File: src/shfr_pkg.sv
// Shared types, codes and character helpers for the sync hex frame receiver.
`default_nettype none
package shfr_pkg;

  localparam int unsigned TdataBits  = 40;
  localparam int unsigned LengthBits = 24;

  typedef enum logic [1:0] {
    KIND_HEADER  = 2'd0,
    KIND_PAYLOAD = 2'd1,
    KIND_ERROR   = 2'd2
  } kind_e;

  typedef enum logic [2:0] {
    ERR_NONE      = 3'd0,
    ERR_BAD_FLAG  = 3'd1,
    ERR_NO_DIGITS = 3'd2,
    ERR_TOO_MANY  = 3'd3,
    ERR_OVER_LIM  = 3'd4,
    ERR_BAD_HEX   = 3'd5,
    ERR_NO_LF     = 3'd6
  } error_e;

  typedef struct packed {
    kind_e                 kind;
    logic [7:0]            payload;
    logic                  mode_flag;
    logic [LengthBits-1:0] frame_length;
    logic                  last;
    error_e                error_code;
  } res_t;

  localparam logic [95:0] SyncPattern = 96'h73657269_616C2073_796E630A;
  localparam logic [7:0]  CharZero    = 8'h30;
  localparam logic [7:0]  CharOne     = 8'h31;
  localparam logic [7:0]  CharNine    = 8'h39;
  localparam logic [7:0]  CharLf      = 8'h0A;

  // {valid, nibble}
  function automatic logic [4:0] hex_decode(input logic [7:0] c);
    logic [4:0] r;
    r = 5'b0;
    if (c >= 8'h30 && c <= 8'h39) begin
      r = {1'b1, c[3:0]};
    end else if ((c >= 8'h61 && c <= 8'h66) || (c >= 8'h41 && c <= 8'h46)) begin
      r = {1'b1, c[3:0] + 4'd9};
    end
    return r;
  endfunction

endpackage
`default_nettype wire

File: src/shfr_sync_detect.sv
// Sliding 12-character window and sync pattern match.
`default_nettype none
module shfr_sync_detect (
  input  wire logic       clk_i,
  input  wire logic       rst_ni,
  input  wire logic       beat_i,
  input  wire logic       hunting_i,
  input  wire logic [7:0] rx_byte_i,
  output logic            found_o
);

  logic [95:0] win_q, win_d;
  logic [95:0] win_shift;

  always_comb begin
    win_shift = {win_q[87:0], rx_byte_i};
    found_o   = beat_i && hunting_i && (win_shift == shfr_pkg::SyncPattern);
    win_d     = win_q;
    if (beat_i && hunting_i) begin
      win_d = found_o ? 96'b0 : win_shift;
    end
  end

  always_ff @(posedge clk_i or negedge rst_ni) begin
    if (!rst_ni) begin
      win_q <= 96'b0;
    end else begin
      win_q <= win_d;
    end
  end

endmodule
`default_nettype wire

File: src/shfr_parser.sv
// Frame parser: flag, decimal length and hex payload decoding.
`default_nettype none
module shfr_parser #(
  parameter int unsigned MAX_DIGITS = 30
) (
  input  wire logic        clk_i,
  input  wire logic        rst_ni,
  input  wire logic        cfg_we_i,
  input  wire logic [23:0] cfg_wdata_i,
  input  wire logic        beat_i,
  input  wire logic [7:0]  rx_byte_i,
  input  wire logic        found_i,
  output logic             hunting_o,
  output logic             res_valid_o,
  output shfr_pkg::res_t   res_o
);

  localparam int unsigned DW = $clog2(MAX_DIGITS);
  localparam int unsigned LB = shfr_pkg::LengthBits;
  localparam logic [DW:0] MaxDig = (DW + 1)'(MAX_DIGITS);

  typedef enum logic [1:0] {PhHunt, PhFlag, PhLen, PhData} phase_e;

  phase_e          phase_q, phase_d;
  logic            flag_q, flag_d;
  logic [LB-1:0]   acc_q, acc_d;
  logic            ovf_q, ovf_d;
  logic [DW-1:0]   cnt_q, cnt_d;
  logic [LB-1:0]   left_q, left_d;
  logic [3:0]      hi_q, hi_d;
  logic [3:0]      lo_q, lo_d;
  logic [1:0]      pos_q, pos_d;
  logic [23:0]     limit_q;

  logic            is_digit;
  logic [LB+3:0]   acc_next;
  logic [32:0]     acc_ext;
  logic [4:0]      hex;
  logic            do_clear;

  assign hunting_o = (phase_q == PhHunt);

  always_comb begin
    phase_d     = phase_q;
    flag_d      = flag_q;
    acc_d       = acc_q;
    ovf_d       = ovf_q;
    cnt_d       = cnt_q;
    left_d      = left_q;
    hi_d        = hi_q;
    lo_d        = lo_q;
    pos_d       = pos_q;
    do_clear    = 1'b0;
    res_valid_o = 1'b0;
    res_o       = '0;
    is_digit    = (rx_byte_i >= shfr_pkg::CharZero) && (rx_byte_i <= shfr_pkg::CharNine);
    acc_next    = ({4'b0, acc_q} << 3) + ({4'b0, acc_q} << 1) + (LB + 4)'(rx_byte_i[3:0]);
    acc_ext     = 33'(acc_q);
    hex         = shfr_pkg::hex_decode(rx_byte_i);

    if (beat_i) begin
      case (phase_q)
        PhHunt: begin
          if (found_i) begin
            do_clear = 1'b1;
          end
        end
        PhFlag: begin
          if (rx_byte_i == shfr_pkg::CharZero || rx_byte_i == shfr_pkg::CharOne) begin
            flag_d  = rx_byte_i[0];
            phase_d = PhLen;
          end else begin
            res_valid_o      = 1'b1;
            res_o.kind       = shfr_pkg::KIND_ERROR;
            res_o.error_code = shfr_pkg::ERR_BAD_FLAG;
            do_clear         = 1'b1;
          end
        end
        PhLen: begin
          if (is_digit) begin
            if (({1'b0, cnt_q} + 1'b1) >= MaxDig) begin
              res_valid_o      = 1'b1;
              res_o.kind       = shfr_pkg::KIND_ERROR;
              res_o.error_code = shfr_pkg::ERR_TOO_MANY;
              do_clear         = 1'b1;
            end else begin
              cnt_d = cnt_q + 1'b1;
              if (ovf_q || (acc_next[LB+3:LB] != 4'b0)) begin
                ovf_d = 1'b1;
                acc_d = '1;
              end else begin
                acc_d = acc_next[LB-1:0];
              end
            end
          end else if (cnt_q == '0 || (!ovf_q && acc_q == '0)) begin
            res_valid_o      = 1'b1;
            res_o.kind       = shfr_pkg::KIND_ERROR;
            res_o.error_code = shfr_pkg::ERR_NO_DIGITS;
            do_clear         = 1'b1;
          end else if (ovf_q || acc_ext > 33'(limit_q)) begin
            res_valid_o      = 1'b1;
            res_o.kind       = shfr_pkg::KIND_ERROR;
            res_o.error_code = shfr_pkg::ERR_OVER_LIM;
            do_clear         = 1'b1;
          end else begin
            res_valid_o        = 1'b1;
            res_o.kind         = shfr_pkg::KIND_HEADER;
            res_o.mode_flag    = flag_q;
            res_o.frame_length = acc_ext[LB-1:0];
            left_d             = acc_q;
            pos_d              = 2'd0;
            phase_d            = PhData;
          end
        end
        PhData: begin
          if (pos_q != 2'd2) begin
            if (!hex[4]) begin
              res_valid_o      = 1'b1;
              res_o.kind       = shfr_pkg::KIND_ERROR;
              res_o.error_code = shfr_pkg::ERR_BAD_HEX;
              do_clear         = 1'b1;
            end else begin
              if (pos_q == 2'd0) begin
                hi_d = hex[3:0];
              end else begin
                lo_d = hex[3:0];
              end
              pos_d = pos_q + 2'd1;
            end
          end else if (rx_byte_i != shfr_pkg::CharLf) begin
            res_valid_o      = 1'b1;
            res_o.kind       = shfr_pkg::KIND_ERROR;
            res_o.error_code = shfr_pkg::ERR_NO_LF;
            do_clear         = 1'b1;
          end else begin
            res_valid_o   = 1'b1;
            res_o.kind    = shfr_pkg::KIND_PAYLOAD;
            res_o.payload = {hi_q, lo_q};
            pos_d         = 2'd0;
            if (left_q <= LB'(1)) begin
              res_o.last = 1'b1;
              do_clear   = 1'b1;
            end else begin
              left_d = left_q - 1'b1;
            end
          end
        end
        default: begin
          do_clear = 1'b1;
        end
      endcase
    end

    if (do_clear) begin
      phase_d = (beat_i && phase_q == PhHunt && found_i) ? PhFlag : PhHunt;
      flag_d  = 1'b0;
      acc_d   = '0;
      ovf_d   = 1'b0;
      cnt_d   = '0;
      left_d  = '0;
      hi_d    = 4'b0;
      lo_d    = 4'b0;
      pos_d   = 2'd0;
    end
  end

  always_ff @(posedge clk_i or negedge rst_ni) begin
    if (!rst_ni) begin
      phase_q <= PhHunt;
      flag_q  <= 1'b0;
      acc_q   <= '0;
      ovf_q   <= 1'b0;
      cnt_q   <= '0;
      left_q  <= '0;
      hi_q    <= 4'b0;
      lo_q    <= 4'b0;
      pos_q   <= 2'd0;
      limit_q <= '1;
    end else begin
      phase_q <= phase_d;
      flag_q  <= flag_d;
      acc_q   <= acc_d;
      ovf_q   <= ovf_d;
      cnt_q   <= cnt_d;
      left_q  <= left_d;
      hi_q    <= hi_d;
      lo_q    <= lo_d;
      pos_q   <= pos_d;
      if (cfg_we_i) begin
        limit_q <= cfg_wdata_i;
      end
    end
  end

endmodule
`default_nettype wire

File: src/shfr_out_reg.sv
// Result register and stream packing on the master side.
`default_nettype none
module shfr_out_reg (
  input  wire logic                            clk_i,
  input  wire logic                            rst_ni,
  input  wire logic                            res_valid_i,
  input  wire shfr_pkg::res_t                  res_i,
  output logic                                 free_o,
  output logic                                 m_axis_tvalid_o,
  input  wire logic                            m_axis_tready_i,
  output logic [shfr_pkg::TdataBits-1:0]       m_axis_tdata_o,
  output logic [1:0]                           m_axis_tuser_o,
  output logic                                 m_axis_tlast_o
);

  logic           valid_q, valid_d;
  shfr_pkg::res_t res_q;

  assign free_o  = !valid_q || m_axis_tready_i;
  assign valid_d = res_valid_i || (valid_q && !m_axis_tready_i);

  always_ff @(posedge clk_i or negedge rst_ni) begin
    if (!rst_ni) begin
      valid_q <= 1'b0;
    end else begin
      valid_q <= valid_d;
    end
  end

  always_ff @(posedge clk_i) begin
    if (res_valid_i) begin
      res_q <= res_i;
    end
  end

  assign m_axis_tvalid_o = valid_q;
  assign m_axis_tdata_o  = {4'b0, res_q.error_code, res_q.frame_length,
                            res_q.mode_flag, res_q.payload};
  assign m_axis_tuser_o  = res_q.kind;
  assign m_axis_tlast_o  = res_q.last;

endmodule
`default_nettype wire

File: src/sync_hex_frame_receiver_core.sv
// Top level of the sync hex frame receiver.
// Takes one received character per beat and accepts a beat every cycle while the
// result register is empty or being drained; each character is handled in the
// cycle it is accepted, and any result (header, payload byte or error) appears on
// the master side in the next cycle. Throughput is one character per cycle, limited
// only by the single result register. The block hunts for "serial sync\n", then
// takes a '0'/'1' flag, a decimal length and that many "HH\n" payload lines.
// length_limit resets to 0xFFFFFF and is written by cfg_we_i/cfg_wdata_i.
// No clearing pass after reset.
`default_nettype none
module sync_hex_frame_receiver_core #(
  parameter int unsigned MAX_DIGITS = 30
) (
  input  wire logic                            clk_i,
  input  wire logic                            rst_ni,
  input  wire logic                            cfg_we_i,
  input  wire logic [23:0]                     cfg_wdata_i,
  input  wire logic                            s_axis_tvalid_i,
  output logic                                 s_axis_tready_o,
  input  wire logic [7:0]                      s_axis_tdata_i,   // rx_byte
  output logic                                 m_axis_tvalid_o,
  input  wire logic                            m_axis_tready_i,
  // payload[7:0], mode_flag[8], frame_length[32:9], error_code[35:33], zeros
  output logic [shfr_pkg::TdataBits-1:0]       m_axis_tdata_o,
  output logic [1:0]                           m_axis_tuser_o,   // kind
  output logic                                 m_axis_tlast_o
);

  logic           beat;
  logic           found;
  logic           hunting;
  logic           res_valid;
  logic           free;
  shfr_pkg::res_t res;

  assign s_axis_tready_o = free;
  assign beat            = s_axis_tvalid_i && free;

  shfr_sync_detect u_sync (
    .clk_i     (clk_i),
    .rst_ni    (rst_ni),
    .beat_i    (beat),
    .hunting_i (hunting),
    .rx_byte_i (s_axis_tdata_i),
    .found_o   (found)
  );

  shfr_parser #(
    .MAX_DIGITS (MAX_DIGITS)
  ) u_parser (
    .clk_i       (clk_i),
    .rst_ni      (rst_ni),
    .cfg_we_i    (cfg_we_i),
    .cfg_wdata_i (cfg_wdata_i),
    .beat_i      (beat),
    .rx_byte_i   (s_axis_tdata_i),
    .found_i     (found),
    .hunting_o   (hunting),
    .res_valid_o (res_valid),
    .res_o       (res)
  );

  shfr_out_reg u_out (
    .clk_i           (clk_i),
    .rst_ni          (rst_ni),
    .res_valid_i     (res_valid),
    .res_i           (res),
    .free_o          (free),
    .m_axis_tvalid_o (m_axis_tvalid_o),
    .m_axis_tready_i (m_axis_tready_i),
    .m_axis_tdata_o  (m_axis_tdata_o),
    .m_axis_tuser_o  (m_axis_tuser_o),
    .m_axis_tlast_o  (m_axis_tlast_o)
  );

endmodule
`default_nettype wire

File: config.mk
export PLATFORM = sky130hd
export DESIGN_NAME = sync_hex_frame_receiver_core
export DESIGN_NICKNAME = d
export VERILOG_FILES = /design/src/shfr_pkg.sv /design/src/shfr_sync_detect.sv /design/src/shfr_parser.sv /design/src/shfr_out_reg.sv /design/src/sync_hex_frame_receiver_core.sv
export SDC_FILE = /design/constraint.sdc
export NUM_CORES = 1
export LEC_CHECK = 0
export ABC_AREA = 1
export BUFFER_PORTS_ARGS = -buffer_cell sky130_fd_sc_hd__buf_2
export CORE_MARGIN = 10
export CORE_UTILIZATION = 55
export CTS_CLUSTER_DIAMETER = 40
export DETAILED_ROUTE_END_ITERATION = 7
export PLACE_DENSITY = 0.75
export SYNTH_ARGS = -nofsm -noshare
export SYNTH_HDL_FRONTEND = slang
export SYNTH_SLANG_ARGS = --single-unit
File: constraint.sdc
create_clock -name clk_i -period 10.2 [get_ports clk_i]
set_clock_uncertainty 0.2 [all_clocks]
set_input_delay 2.04 -clock clk_i [delete_from_list [all_inputs] [get_ports clk_i]]
set_output_delay 2.04 -clock clk_i [all_outputs]
set_load 0.01 [all_outputs]
* Word level (Yosys, flattened, before mapping) *
Index checks and enable logic that the tools add are counted.

word-level totals
  bits of input ports = 37
  bits in registers = 219
  logic and storage cells = 198

cells by class
  muxes and demuxes = 96
  order comparisons = 9
  eq/ne operators = 19
  bitwise operators = 3
  $add $sub $neg = 7
  reductions and logical operators = 46

operators with widths
  kind                                                             count
  2-to-1 mux 24 bit                                                14
  == test 96 x 95 -> 1 bit, second input constant                  1
  2-to-1 mux 88 bit                                                1
  2-to-1 mux 4 bit                                                 12
  case mux 24 bit (2 select lines)                                 1
  2-to-1 mux 2 bit                                                 23
  2-to-1 mux 5 bit                                                 7
  adder 27 x 25 -> 28 bit                                          1
  adder 28 x 4 -> 28 bit                                           1
  2-to-1 mux 1 bit                                                 26
  greater-than comparator 24 bit                                   1
  less-or-equal comparator 24 x 1 -> 1 bit, second input constant  1
  logical NOT 24 bit                                               1
  subtractor 24 x 1 -> 24 bit, second input constant               1
  nonzero test 2 bit                                               10
  2-to-1 mux 3 bit                                                 6
  == test 8 x 6 -> 1 bit, second input constant                    2
  >= comparator 8 x 7 -> 1 bit, second input constant              2
  less-or-equal comparator 8 x 7 -> 1 bit, second input constant   2
  inequality test 3 x 2 -> 1 bit, second input constant            5
  AND reduction 5 bit                                              3
  logical AND 1 bit                                                9
  case mux 3 bit (3 select lines)                                  1
  >= comparator 8 x 6 -> 1 bit, second input constant              1
  other kinds (32)                                                 48

* Longest topological paths before layout *
  depth in word-level cells = 11
  depth in mapped cells = 22
  depth with buffers taken out = 22

* Hierarchy *
A second synthesis with hierarchy kept.

unflattened totals
  cell total of the unflattened synthesis = 1731
  area total of the unflattened synthesis = 13292.7 sq um

modules (own cells, without submodules)
  module                        area an instance (sq um)  instances  cells each
  shfr_parser                   7806.2                    1          1113
  shfr_sync_detect              4229.1                    1          567
  shfr_out_reg                  1249.9                    1          49
  sync_hex_frame_receiver_core  7.5                       1          2

* Worst setup path after synthesis *
Ideal clock, no wire load.

  path type = input port to flip-flop
  from = input s_axis_tdata_i[0]
  to = register u_out.res_q (netlist bit u_out.m_axis_tdata_o[0]) (enable)
  stages on the path = 9
  setup slack = 5026 ps
  data arrival time = 4538 ps
  setup time = 436 ps
  cell sequence = inv_2 -> ha_1 -> o21ai_2 -> a21oi_4 -> nor2_2 -> nand2_1 -> nand2_1 -> nor2_1 -> nor2_1

between the ends
  longest elaborated chain between the ends = 9

RTL lines
  element                                                                                         RTL line                            source
  start: declaration                                                                              sync_hex_frame_receiver_core.sv:20  input wire logic [7:0] s_axis_tdata_i,
  >= comparator 8 x 7 -> 1 bit / less-or-equal comparator 8 x 7 -> 1 bit (equally long branches)  shfr_pkg.sv:45                      end else if ((c >= 8'h61 && c <= 8'h66) || (c >= 8'h41 && c <= 8'h46)) begin
  logical AND 1 bit                                                                               shfr_pkg.sv:45
  logical OR 1 bit                                                                                shfr_pkg.sv:45
  2-to-1 mux 5 bit                                                                                shfr_pkg.sv:45
  2-to-1 mux 5 bit                                                                                shfr_pkg.sv:43                      if (c >= 8'h30 && c <= 8'h39) begin
  2-to-1 mux 1 bit                                                                                shfr_parser.sv:117                  if (!hex[4]) begin
  2-to-1 mux 1 bit                                                                                shfr_parser.sv:116                  if (pos_q != 2'd2) begin
  case mux 1 bit (3 select lines) (*)                                                             shfr_parser.sv:62                   case (phase_q)
  2-to-1 mux 1 bit (*)                                                                            shfr_parser.sv:61                   if (beat_i) begin
  named net res_valid                                                                             sync_hex_frame_receiver_core.sv:32  logic res_valid;
  end signal: assignment                                                                          shfr_out_reg.sv:32                  res_q <= res_i;
  end: declaration                                                                                shfr_out_reg.sv:17                  shfr_pkg::res_t res_q;

Mark *: on every way through the listed nets, which the timed path passes. The rest lies on a longest branch.
A chain may end at the register's enable or synchronous reset.

* Worst setup path in the final report *
  from = input m_axis_tready_i
  to = register u_parser.acc_q[19]

between the ends
  longest elaborated chain between the ends = 9

RTL lines
  element                                                                                       RTL line                            source
  start: declaration                                                                            sync_hex_frame_receiver_core.sv:22  input wire logic m_axis_tready_i,
  logical OR 1 bit (*)                                                                          shfr_out_reg.sv:19                  assign free_o = !valid_q || m_axis_tready_i;
  logical AND 1 bit (*)                                                                         sync_hex_frame_receiver_core.sv:37  assign beat = s_axis_tvalid_i && free;
  logical AND 1 bit (2 in a row)                                                                shfr_sync_detect.sv:17              found_o = beat_i && hunting_i && (win_shift == shfr_pkg::SyncPattern);
  2-to-1 mux 1 bit                                                                              shfr_parser.sv:64                   if (found_i) begin
  case mux 1 bit (4 select lines)                                                               shfr_parser.sv:62
  2-to-1 mux 1 bit                                                                              shfr_parser.sv:61
  inequality test 2 x 1 -> 1 bit (no source line) / nonzero test 2 bit (equally long branches)  -
  AND reduction 4 bit (no source line)                                                          -
  end signal: assignment                                                                        shfr_parser.sv:171                  acc_q <= '0;
  end signal: assignment                                                                        shfr_parser.sv:182                  acc_q <= acc_d;
  end: declaration                                                                              shfr_parser.sv:26                   logic [LB-1:0] acc_q, acc_d;

Every way passes the cells marked *; elsewhere a longest branch is shown, timed or not.

==> out/results.tsv <==
stage	metric	value	unit
place	routabilityCongestion	0.954	
floorplan	start_util	0.555	
cells_and_area	final_layout_size_suffix_gt1_frac	0.133	
cts	postCtsSetupRepairBufs	0	
detailed_routing	dr.pass1.iters	5	
detailed_routing	drtIter0Drc	879	
cells_and_area	layout.cells.non_filler	1907	
place	place_area	13000	sq um
synth	ys_seq_area_frac	0.457	
timing	timing_hold_violations_final	0	
worst_setup_path	cp.arrival	5.62	ns
cells_and_area	layout.nets	1719	
detailed_routing	vias	10700	
place	portBuffers	77	
timing	drv_slew	0	
synth	yosysTopAreaCell	dfrtp_1	
worst_setup_path	path_max_fanout	106	
global_route	grt_pass1_wl	52000	microns
place	dp_cells	1845	
detailed_routing	wirelength	31200	microns
floorplan	die-area	29100	sq um
timing	worst_pin_slew	1.09	ns
global_route	grt_remaining_overflow	0	
synth	synth-seq-cells	219	
timing	post-route-min-period	5.40	ns
floorplan	core	22500	sq um
synth	synth_edf_count	39	
synth	yosys_warnings	0	
floorplan	dieHeight	171	microns
place	dp_hpwl	22100	microns
detailed_routing	route.met2.wl	14800	microns
power_and_ir_drop	power_density	265	nW/um^2
cts	clk_pin_slew	0.06	ns
cts	clock_latency	0.52	ns
cts	cts_tree	done	
detailed_routing	drtAntennaViolNets	0	
global_route	grt_max_degree	107	
cells_and_area	antenna_cells	0	
timing	rsz0062_at_grt	false	
cts	ctsResizeCount	0	
cts	numClockSinks	219	
synth	post_synth_num_cell_types	54	
synth	synth_area_leaders	dfrtp_1, nand2_1, edfxtp_1	
synth	ys.flop_type	dfrtp_1	
detailed_routing	wl_met3	1820	microns
cts	clk_path_buf_depth	3	
floorplan	fp.dieW	171	microns
worst_hold_path	hold_path_class	reg -> reg	
synth	netlist_area	12500	sq um
synth	synth.top_cell.area_share	0.313	
cts	htreeDepth	2	
worst_setup_path	required	10.42	ns
global_route	antenna_found_initial	0	
worst_setup_path	ff2ff_setup_slack	6.03	ns
timing	finalSetupViolCount	0	
floorplan	core.rowCount	55	
synth	synthCells	1528	
cts	postCtsHoldBufs	0	
cts	root_buffer	clkbuf_16	
power_and_ir_drop	leakagePower	6.82	nW
synth	synth_top_cells_by_count	nand2_1, inv_1, nor2_1, dfrtp_1, o21ai_0	
outcome	outcome	finished, final reports clean	
timing	fin_setup_tns	0	ns
detailed_routing	drc	0	
global_route	track_usage	0.217	
worst_setup_path	critPathLaunchType	primary input	
detailed_routing	wl_per_cell	16.3	microns
detailed_routing	viasPerCell	5.58	
synth	postSynth.asyncResetShare	0.822	
floorplan	boundaryPins	82	
worst_setup_path	endpoint_kind	register	
job	drv_cap	0	
cells_and_area	final_cell_area	14200	sq um
power_and_ir_drop	irDropWorstVdd	0.131	mV
worst_setup_path	crit_type	in -> reg	
timing	slew_headroom	0.273	
synth	synth.avg_cell_area	8.17	sq um
cells_and_area	syn_to_final_growth	13.5	%
detailed_routing	highest_layer	met4	
timing	fmax	185	MHz
global_route	grt_pass1_vias	10600	
timing	period_share	0.530	
detailed_routing	wl_met1	13500	microns
synth	yosysMostFrequentCell	nand2_1	
cts	cts_buffers	34	
critical path, cell delays in order:
cell      delay, ns
buf_2          0.10
inv_1          0.07
nand2_2        0.09
nand2_2        0.10
inv_2          0.09
nand2_2        0.07
buf_4          0.69
nor2_1         0.14
nand3_1        0.12
nand3b_2       0.20
buf_4          0.40
clkinv_2       0.26
a21oi_1        0.35
nand2_2        0.31
inv_2          0.30
o21ai_0        0.15
o21ai_0        0.12
state kept, by name (all words and copies together), names as in the netlist, 4 cells and up:
register              count
u_sync.win_q             88
u_out.m_axis_tdata_o     36
u_parser.acc_q           24
u_parser.left_q          24
u_parser.limit_q         24
u_parser.cnt_q            5
u_parser.hi_q             4
u_parser.lo_q             4
through the flow:
| step | utilization | worst slack (ns) | power [W] | hold slack, ns |
|---|---|---|---|---|
| after floorplan | - | 5.03 | 0.00226 | 0.242 |
| after detailed placement | 0.579 | 4.35 | 0.00259 | 0.269 |
| after CTS | 0.630 | 4.84 | 0.00377 | 0.281 |
| after global placement | 0.579 | 4.56 | 0.00256 | 0.263 |
| final | 0.630 | 4.80 | 0.00375 | 0.281 |
| after global routing | 0.630 | 4.44 | 0.00402 | 0.304 |
layout by cell type, fill, tap and decap left out, types with 17 or more instances in the layout:
cell type,netlist,routed
a21oi_1,80,80
buf_2,12,76
clkbuf_16,0,34
dfrtp_1,156,156
dfstp_2,24,24
edfxtp_1,39,39
ha_1,84,84
inv_1,175,175
nand2_1,318,318
nand3_1,79,79
nand4_1,49,49
nor2_1,159,158
nor3_1,17,17
o21ai_0,155,155
per-layer routing:
metal  up-vias  track usage
met3        74       0.0380
met1      5022        0.272
met4         0       0.0866
met2       323        0.365
li1       5231            -
met5         -            0
path summary, 6_finish.rpt:
check | to | depth (start not counted) | from
max | u_parser.acc_q[19] | 17 | m_axis_tready_i
min | u_sync.win_q[83] | 2 | u_sync.win_q[83]
max reg2reg | u_parser.acc_q[19] | 14 | u_parser.phase_q[0]
min reg2reg | u_sync.win_q[83] | 2 | u_sync.win_q[83]
max in group asynchronous | u_parser.acc_q[4] | 3 | rst_ni
min in group asynchronous | u_sync.win_q[79] | 1 | rst_ni
power breakdown:
part	total [W]	switching [W]	leakage [nW]	internal, W
combinational	0.00127	0.000854	3.55	0.000412
sequential	0.00133	0.000175	2.72	0.00116
clock	0.00115	0.000431	0.548	0.000721
cell type report:
type,instances,area (sq um)
multi-input combinational,1073,5820
sequential,219,5710
tap,285,357
inverter,184,692
timing repair buffer,84,444
clock inverter,22,244
fill,1988,8340
clock buffer,40,903
logic make-up (layout without fill, tap and decap cells):
kind of cell | count (synthesis) | in the layout | synth area share
xor gates and xnor gates | 20 | 20 | 0.0140
muxes | 1 | 1 | 0.000902
DFF | 219 | 219 | 0.457
buffers and inverters | 239 | 330 | 0.0780
adders and majority gates | 86 | 86 | 0.0874
AOI/OAI and AO/OA | 293 | 293 | 0.126
and+or+nand+nor | 669 | 669 | 0.236
other | 1 | 4 | 0.000300
No activity file was read; power rests on OpenSTA's default activity.
